File: config.mk
export PLATFORM = sky130hd
export DESIGN_NAME = http_header_line_tokenizer
export DESIGN_NICKNAME = d
export VERILOG_FILES = /design/src/hhlt_pkg.sv /design/src/http_header_line_tokenizer.sv /design/src/hhlt_in_stage.sv /design/src/hhlt_fsm.sv /design/src/hhlt_out_stage.sv
export VERILOG_INCLUDE_DIRS = /design/src /design/src/src
export SDC_FILE = /design/constraint.sdc
export NUM_CORES = 1
export LEC_CHECK = 0
export ABC_AREA = 0
export BUFFER_PORTS_ARGS = -buffer_cell sky130_fd_sc_hd__buf_4
export CAP_MARGIN = 20
export CORE_ASPECT_RATIO = 1.2
export CORE_MARGIN = 2
export CORE_UTILIZATION = 50
export DETAILED_ROUTE_END_ITERATION = 16
export PLACE_DENSITY = 0.72
export SYNTH_ARGS = -nofsm -noshare
export SYNTH_HDL_FRONTEND = slang
export SYNTH_SLANG_ARGS = --single-unit
File: constraint.sdc
create_clock -name clk_i -period 3.3 [get_ports clk_i]
set_input_delay 0.66 -clock clk_i [delete_from_list [all_inputs] [get_ports clk_i]]
set_output_delay 0.66 -clock clk_i [all_outputs]
set_load 0.1 [all_outputs]
File: src/http_header_line_tokenizer_macros.svh
// Assertion macros for the HTTP header line tokenizer.
`ifndef HTTP_HEADER_LINE_TOKENIZER_MACROS_SVH
`define HTTP_HEADER_LINE_TOKENIZER_MACROS_SVH

// Same-cycle implication, sampled on clk_i, off during reset.
`define HHLT_ASSERT_SAME(label, ante, cons) \
  label: assert property (@(posedge clk_i) disable iff (!rst_ni) (ante) |-> (cons)) \
    else $error("tokenizer assertion failed");

// Next-cycle implication, sampled on clk_i, off during reset.
`define HHLT_ASSERT_NEXT(label, ante, cons) \
  label: assert property (@(posedge clk_i) disable iff (!rst_ni) (ante) |=> (cons)) \
    else $error("tokenizer assertion failed");

`endif

File: src/hhlt_pkg.sv
// Shared types and constants for the HTTP header line tokenizer.
package hhlt_pkg;

  localparam int LimitW = 12;
  localparam int OffW   = 13;

  localparam logic [LimitW-1:0] LIMIT_RESET = 12'd255;
  localparam logic [OffW-1:0]   OFFSET_MAX  = 13'h1FFF;

  localparam logic [7:0] CH_COLON = 8'h3A;
  localparam logic [7:0] CH_SPACE = 8'h20;
  localparam logic [7:0] CH_CR    = 8'h0D;
  localparam logic [7:0] CH_LF    = 8'h0A;

  typedef enum logic [3:0] {
    ST_START  = 4'd0,
    ST_KEY    = 4'd1,
    ST_COLON  = 4'd2,
    ST_SPACE  = 4'd3,
    ST_VALUE  = 4'd4,
    ST_CR     = 4'd5,
    ST_LF     = 4'd6,
    ST_END_CR = 4'd7,
    ST_DONE   = 4'd8,
    ST_ERROR  = 4'd9
  } state_e;

  typedef enum logic [2:0] {
    CLS_SEP   = 3'd0,
    CLS_KEY   = 3'd1,
    CLS_VALUE = 3'd2,
    CLS_LINE  = 3'd3,
    CLS_END   = 3'd4,
    CLS_ERROR = 3'd5,
    CLS_AFTER = 3'd6
  } cls_e;

  typedef struct packed {
    logic [7:0] data;
    logic       restart;
  } beat_t;

  typedef struct packed {
    logic [7:0] data;
    cls_e       cls;
    logic       first;
  } result_t;

endpackage

File: src/http_header_line_tokenizer.sv
// Top level of the HTTP header line tokenizer.
// An accepted byte waits in the input register; the parser state advances as it enters the result
// register. Throughput: one byte per cycle while out_stall_i is low.
// Reset: rst_ni clears the parser to start state, the value offset to zero,
// the value limit to 255 and both pipeline stages to empty.
module http_header_line_tokenizer (
  input  logic                        clk_i,
  input  logic                        rst_ni,
  input  logic                        cfg_wr_en_i,
  input  logic [hhlt_pkg::LimitW-1:0] cfg_wr_data_i,
  input  logic                        in_valid_i,
  output logic                        in_stall_o,
  input  logic [7:0]                  byte_in_i,
  input  logic                        restart_i,
  output logic                        out_valid_o,
  input  logic                        out_stall_i,
  output logic [7:0]                  byte_out_o,
  output logic [2:0]                  token_class_o,
  output logic                        token_first_o
);

  `include "http_header_line_tokenizer_macros.svh"

  logic              pend;
  logic              adv;
  hhlt_pkg::beat_t   beat;
  hhlt_pkg::result_t res_d;
  hhlt_pkg::result_t res_q;

  hhlt_in_stage u_in (
    .clk_i      (clk_i),
    .rst_ni     (rst_ni),
    .in_valid_i (in_valid_i),
    .in_stall_o (in_stall_o),
    .byte_in_i  (byte_in_i),
    .restart_i  (restart_i),
    .adv_i      (adv),
    .pend_o     (pend),
    .beat_o     (beat)
  );

  hhlt_fsm u_fsm (
    .clk_i         (clk_i),
    .rst_ni        (rst_ni),
    .cfg_wr_en_i   (cfg_wr_en_i),
    .cfg_wr_data_i (cfg_wr_data_i),
    .adv_i         (adv),
    .beat_i        (beat),
    .res_o         (res_d)
  );

  hhlt_out_stage u_out (
    .clk_i       (clk_i),
    .rst_ni      (rst_ni),
    .pend_i      (pend),
    .adv_o       (adv),
    .res_i       (res_d),
    .out_valid_o (out_valid_o),
    .out_stall_i (out_stall_i),
    .res_o       (res_q)
  );

  assign byte_out_o    = res_q.data;
  assign token_class_o = res_q.cls;
  assign token_first_o = res_q.first;

  `HHLT_ASSERT_SAME(a_first_on_token,
    out_valid_o && token_first_o,
    token_class_o == hhlt_pkg::CLS_KEY || token_class_o == hhlt_pkg::CLS_VALUE)
  `HHLT_ASSERT_SAME(a_no_stall_when_empty, !out_valid_o, !in_stall_o)
  `HHLT_ASSERT_NEXT(a_stall_keeps_result, in_stall_o, out_valid_o)

endmodule

File: src/hhlt_in_stage.sv
// Input register stage: holds one accepted beat until the parser takes it.
module hhlt_in_stage (
  input  logic           clk_i,
  input  logic           rst_ni,
  input  logic           in_valid_i,
  output logic           in_stall_o,
  input  logic [7:0]     byte_in_i,
  input  logic           restart_i,
  input  logic           adv_i,
  output logic           pend_o,
  output hhlt_pkg::beat_t beat_o
);

  logic            valid_q, valid_d;
  logic            accept;
  hhlt_pkg::beat_t beat_q;

  assign in_stall_o = valid_q && !adv_i;
  assign accept     = in_valid_i && !in_stall_o;

  always_comb begin
    valid_d = valid_q;
    if (accept) begin
      valid_d = 1'b1;
    end else if (adv_i) begin
      valid_d = 1'b0;
    end
  end

  always_ff @(posedge clk_i or negedge rst_ni) begin
    if (!rst_ni) begin
      valid_q <= 1'b0;
    end else begin
      valid_q <= valid_d;
    end
  end

  always_ff @(posedge clk_i) begin
    if (accept) begin
      beat_q.data    <= byte_in_i;
      beat_q.restart <= restart_i;
    end
  end

  assign pend_o = valid_q;
  assign beat_o = beat_q;

endmodule

File: src/hhlt_fsm.sv
// Parser state machine, value offset counter and value length limit register.
module hhlt_fsm (
  input  logic                        clk_i,
  input  logic                        rst_ni,
  input  logic                        cfg_wr_en_i,
  input  logic [hhlt_pkg::LimitW-1:0] cfg_wr_data_i,
  input  logic                        adv_i,
  input  hhlt_pkg::beat_t             beat_i,
  output hhlt_pkg::result_t           res_o
);

  hhlt_pkg::state_e              state_q, state_d, cur_state;
  logic [hhlt_pkg::OffW-1:0]     off_q, off_d, off_inc;
  logic [hhlt_pkg::LimitW-1:0]   limit_q;
  logic [7:0]                    b;
  logic                          is_crlf;
  logic                          over;

  assign b         = beat_i.data;
  assign cur_state = beat_i.restart ? hhlt_pkg::ST_START : state_q;
  assign is_crlf   = (b == hhlt_pkg::CH_CR) || (b == hhlt_pkg::CH_LF);
  assign off_inc   = (off_q == hhlt_pkg::OFFSET_MAX) ? off_q : off_q + 1'b1;
  assign over      = off_inc > {1'b0, limit_q};

  // next state
  always_comb begin
    state_d = cur_state;
    off_d   = beat_i.restart ? '0 : off_q;
    unique case (cur_state)
      hhlt_pkg::ST_START: begin
        if (!is_crlf) state_d = hhlt_pkg::ST_KEY;
      end
      hhlt_pkg::ST_KEY: begin
        if (b == hhlt_pkg::CH_COLON) begin
          state_d = hhlt_pkg::ST_COLON;
        end else if (is_crlf) begin
          state_d = hhlt_pkg::ST_ERROR;
        end
      end
      hhlt_pkg::ST_COLON: begin
        state_d = (b == hhlt_pkg::CH_SPACE) ? hhlt_pkg::ST_SPACE : hhlt_pkg::ST_ERROR;
      end
      hhlt_pkg::ST_SPACE: begin
        state_d = hhlt_pkg::ST_VALUE;
        off_d   = '0;
      end
      hhlt_pkg::ST_VALUE: begin
        off_d = off_inc;
        if (b == hhlt_pkg::CH_CR) begin
          state_d = hhlt_pkg::ST_CR;
        end else if (over) begin
          state_d = hhlt_pkg::ST_ERROR;
        end
      end
      hhlt_pkg::ST_CR: begin
        state_d = (b == hhlt_pkg::CH_LF) ? hhlt_pkg::ST_LF : hhlt_pkg::ST_ERROR;
      end
      hhlt_pkg::ST_LF: begin
        state_d = (b == hhlt_pkg::CH_CR) ? hhlt_pkg::ST_END_CR : hhlt_pkg::ST_KEY;
      end
      hhlt_pkg::ST_END_CR: begin
        state_d = (b == hhlt_pkg::CH_LF) ? hhlt_pkg::ST_DONE : hhlt_pkg::ST_ERROR;
      end
      hhlt_pkg::ST_DONE: begin
        state_d = hhlt_pkg::ST_DONE;
      end
      default: begin
        state_d = hhlt_pkg::ST_ERROR;
      end
    endcase
  end

  // classification
  always_comb begin
    res_o.data  = b;
    res_o.cls   = hhlt_pkg::CLS_SEP;
    res_o.first = 1'b0;
    unique case (cur_state)
      hhlt_pkg::ST_START: begin
        if (!is_crlf) begin
          res_o.cls   = hhlt_pkg::CLS_KEY;
          res_o.first = 1'b1;
        end
      end
      hhlt_pkg::ST_KEY: begin
        if (b == hhlt_pkg::CH_COLON) begin
          res_o.cls = hhlt_pkg::CLS_SEP;
        end else if (is_crlf) begin
          res_o.cls = hhlt_pkg::CLS_ERROR;
        end else begin
          res_o.cls = hhlt_pkg::CLS_KEY;
        end
      end
      hhlt_pkg::ST_COLON: begin
        if (b != hhlt_pkg::CH_SPACE) res_o.cls = hhlt_pkg::CLS_ERROR;
      end
      hhlt_pkg::ST_SPACE: begin
        res_o.cls   = hhlt_pkg::CLS_VALUE;
        res_o.first = 1'b1;
      end
      hhlt_pkg::ST_VALUE: begin
        if (b == hhlt_pkg::CH_CR) begin
          res_o.cls = hhlt_pkg::CLS_SEP;
        end else if (over) begin
          res_o.cls = hhlt_pkg::CLS_ERROR;
        end else begin
          res_o.cls = hhlt_pkg::CLS_VALUE;
        end
      end
      hhlt_pkg::ST_CR: begin
        res_o.cls = (b == hhlt_pkg::CH_LF) ? hhlt_pkg::CLS_LINE : hhlt_pkg::CLS_ERROR;
      end
      hhlt_pkg::ST_LF: begin
        if (b != hhlt_pkg::CH_CR) begin
          res_o.cls   = hhlt_pkg::CLS_KEY;
          res_o.first = 1'b1;
        end
      end
      hhlt_pkg::ST_END_CR: begin
        res_o.cls = (b == hhlt_pkg::CH_LF) ? hhlt_pkg::CLS_END : hhlt_pkg::CLS_ERROR;
      end
      hhlt_pkg::ST_DONE: begin
        res_o.cls = hhlt_pkg::CLS_AFTER;
      end
      default: begin
        res_o.cls = hhlt_pkg::CLS_ERROR;
      end
    endcase
  end

  always_ff @(posedge clk_i or negedge rst_ni) begin
    if (!rst_ni) begin
      state_q <= hhlt_pkg::ST_START;
      off_q   <= '0;
      limit_q <= hhlt_pkg::LIMIT_RESET;
    end else begin
      if (adv_i) begin
        state_q <= state_d;
        off_q   <= off_d;
      end
      if (cfg_wr_en_i) begin
        limit_q <= cfg_wr_data_i;
      end
    end
  end

endmodule

File: src/hhlt_out_stage.sv
// Result register: holds one classified beat until the consumer takes it.
module hhlt_out_stage (
  input  logic              clk_i,
  input  logic              rst_ni,
  input  logic              pend_i,
  output logic              adv_o,
  input  hhlt_pkg::result_t res_i,
  output logic              out_valid_o,
  input  logic              out_stall_i,
  output hhlt_pkg::result_t res_o
);

  logic              valid_q, valid_d;
  hhlt_pkg::result_t res_q;

  assign adv_o = pend_i && (!valid_q || !out_stall_i);

  always_comb begin
    valid_d = valid_q;
    if (adv_o) begin
      valid_d = 1'b1;
    end else if (!out_stall_i) begin
      valid_d = 1'b0;
    end
  end

  always_ff @(posedge clk_i or negedge rst_ni) begin
    if (!rst_ni) begin
      valid_q <= 1'b0;
    end else begin
      valid_q <= valid_d;
    end
  end

  always_ff @(posedge clk_i) begin
    if (adv_o) begin
      res_q <= res_i;
    end
  end

  assign out_valid_o = valid_q;
  assign res_o       = res_q;

endmodule

==> results.md <==
* Total gr overflow at 0
* Longest Clk Path Bufs at 2
* Leakage at around 1.6 nW
* Post-synth EDFFs at 21
* Flop2flop setup slack at ~57 ps
* Gr usage total at between 20% and 30%
* Clock root buffer: clkbuf_8
* Register bit total from synthesis at 52
* Setup violators final at 0
* Initial Utilization at about half
* # H-tree levels at 2
* Complex-gate fraction of the synthesized area at between 10% and 20%
* F_max at 308.3 MHz
* Global-route wire length before repair at between 10 and 15 mm
* Yosys cell types at 56
* Adder-cell share of the synthesized area at under 10%
* I/O pins at 40
* Wire length per cell at ~15 um
* Clk sink count at 52
* DP HPWL at roughly 4.5 mm
* Fin util at around 62%
* CP startpoint kind: register
* Post-synthesis mux area share at under 10%
* Number of global-route vias before repair at roughly 2300
* Share of cells above drive strength 1 at ~27%
* Final Routed Wirelength at 6.063 mm
* Core region area at 5555 sq um
* Worst Path Max Fanout at 4
* Main combinational cell family by area after synthesis: simple AND/OR/NAND/NOR gates
* Max Slew Vio Count at 0
* Die ar. at between 6000 and 7000 sq um
* CTS clk-pin slew, worst paths at 110 ps
* Post-Synthesis Cell Area at 2843 sq um
* Syn_area_per_cell at 9.871 sq um
* Placer Congestion at ~0.87
* Crit-path slowest cell: or4_4
* Tightest Pin Transition at between 600 and 700 ps
* Fin crit share at between 90% and 100%
* Normalized max-slew margin at about 58%
* Area Overhead vs Synth at 21.43%
* Tmin final at 3243 ps
* Placed insts at 392
* Ys flop type: dfrtp_1
* Clk Latency, worst-skew pair at 310 ps
* Reg2reg end: u_out.res_o[1]
* Die width at approximately 73 um
* # fillers at 491
* Ranking of synthesized cells by area: edfxtp_1, dfrtp_1, dfstp_2
* Yosys warns at 0
* Worst EP arrival at ~3300 ps
* CTS tree: yes
* Synth Area in XOR/XNOR at approximately 2.2%
* Hold Vio Cnt, Final at 0
* DR vias at between 2000 and 2500
* Outcome: finished, final reports clean
* Setup TNS Final at 0 ps
* Placed inst area at 3277 sq um
* Ant diodes at 0
* Vias per inst at ~5.7
* Worst Hold Class: input port to async pin
* Worst path cell trace: ha_4, nand3_4, or2_4, or4_4, xnor2_1, ha_1, a21o_1, a221oi_2, a41oi_1, a2111o_1, a22oi_2, nand4_1
* CP required at about 3400 ps
* Overall die height at 86.60 um
* Pre-CTS setup slack at -29.99 ps
* Syn nets at about 330
* Max-Cap Viols at 0
* VDD IR max at around 0.00030 V
* # port buffers at 39
* Post-route ant nets at 0
* R2R depth at 12
* Initial DRC Count at approximately 150
* Largest net degree at the start of global routing at 32
* Filler-free cell count of the finished design at a little over 400
* Crit Path Category: register to register
* Number of buffers created by CTS at 5
* Capturing element type of the critical path: register
* Simple-gate share of the synthesized area at about a fifth
* Final instance area at approximately 3500 sq um
* Initial antenna violation count at 0
* Largest stage delay, worst path at 440 ps
* Area leader, netlist: edfxtp_1
* First-pass DRT Iterations at 4
* Ys async rst share at 59.62%
* Unrepaired setup endpoints after global routing: true
* Post-Syn Instances at roughly 290
* Top cell type's share of synthesized area at between 20% and 30%
* Final setup margin at about 57 ps
* NumNets Final at 380
* Clk_skew at between 8 and 9 ps
* Rows at 30
* Post-route DRC at 0
* Sequential area share after synthesis at between 40% and 50%
* RR Startpoint: u_fsm.off_q[0]
* Power per cell area at 431.1 nW/um^2
state kept, by name, summed over array words and instances (netlist names):
name               cells
u_fsm.state_q          4
u_in.beat_o            9
u_out.res_o           12
u_in.pend_o            1
u_fsm.limit_q         12
u_fsm.off_q           13
u_out.out_valid_o      1
cell usage in the layout, fill, tap and decap left out, types with 3 or more instances in the layout:
cell type / instances
a21oi_1: 12
xnor2_1: 3
buf_4: 57
nand4_1: 7
a31oi_1: 6
and2_1: 4
xor2_1: 3
dfrtp_1: 22
nor2_1: 23
o21a_1: 3
edfxtp_1: 21
nand2_1: 37
clkbuf_8: 5
nand3_1: 9
o31ai_1: 3
o21ai_0: 22
nor3_1: 8
dfstp_2: 8
inv_1: 18
a21o_1: 5
nor3b_1: 3
ha_1: 12
cell usage after synthesis (2+ instances only):
master    instances
nor3_1            8
dfstp_2           8
edfxtp_1         21
a21o_1            5
and2_1            4
a21oi_1          12
buf_2             3
ha_1             13
o22ai_1           2
o221ai_1          2
a22o_1            2
inv_1            18
nand2_1          37
o21a_1            3
nand3_1           9
mux2_2            2
dfrtp_1          23
o31ai_1           3
nor3b_1           3
xor2_1            3
xnor2_1           4
a31oi_1           6
clkbuf_1          7
a31o_2            2
nor2b_1           3
nand2b_1          2
and3_1            3
nand4_1           7
o21ai_0          23
nor2_1           24
logic make-up after synthesis:
group,Yosys count
and+or+nand+nor,112
xor gates and xnor gates,7
buffers and inverters,29
muxes,3
adders and majority gates,13
DFF,52
AOI/OAI and AO/OA,72
critical path: cells and delay by family, from the launching register on:
family	cells	cell delay [ps]
fa+ha+maj	2	470
xor+xnor	1	150
simple gates	4	890
compound gates	5	1070
flops	1	410
report_power, final:
group	switching, W	internal, W	leakage [nW]
Sequential	0.0000418	0.000732	0.583
Combinational	0.000219	0.000101	0.924
Clock	0.000234	0.000161	0.0511
Total	0.000495	0.000993	1.56
area by class of cell:
| class | instances | area (sq um) | share of cell area [%] |
|---|---|---|---|
| clock buffers | 5 | 68.82 | 1.993 |
| clock inverters | 3 | 28.78 | 0.8336 |
| repair buffers | 57 | 427.9 | 12.40 |
| flip-flops and latches | 52 | 1418 | 41.07 |
| inverters | 18 | 67.56 | 1.957 |
| well taps | 64 | 80.08 | 2.320 |
| multi-input cells | 207 | 1361 | 39.43 |
layer usage:
| layer | global-route usage, % | routed length [um] | up-vias |
|---|---|---|---|
| li1 | - | - | 1148 |
| met1 | 28.28 | 2895 | 1066 |
| met2 | 32.40 | 2768 | 77 |
| met3 | 4.535 | 297 | 8 |
| met4 | 7.744 | 102 | 0 |
| met5 | 0 | 0 | - |
timing repair:
item                                    4_1_cts  5_1_grt
endpoints found under the setup margin        1        6
gates cloned                                  0        0
gates resized for setup                       0        8
pin swaps                                     3        5
hold buffers                                  0        0
buffers inserted                              4        2
how the worst max path moves through the flow:
| stage | from | to | slack [ps] | cells after the start |
|---|---|---|---|---|
| after CTS | u_fsm.off_q[0] | u_out.res_o[1] | 20 | 12 |
| final | u_fsm.off_q[0] | u_out.res_o[1] | 60 | 12 |
| after detailed placement | u_fsm.off_q[0] | u_out.res_o[1] | -30 | 13 |
| after global routing | u_fsm.off_q[0] | u_out.res_o[1] | -60 | 13 |
| after floorplan | u_fsm.off_q[0] | u_out.res_o[1] | 20 | 12 |
| after global placement | u_fsm.off_q[0] | u_out.res_o[1] | 50 | 12 |
stage by stage:
stage | power [W] | hold WS [ps]
final | 0.001488 | 269.9
after global routing | 0.001563 | 280.1
after floorplan | 0.001008 | 364.4
after global placement | 0.001096 | 470.7
after detailed placement | 0.001101 | 486.4
after CTS | 0.001497 | 273.9
Power figures use the tool's default switching activity.
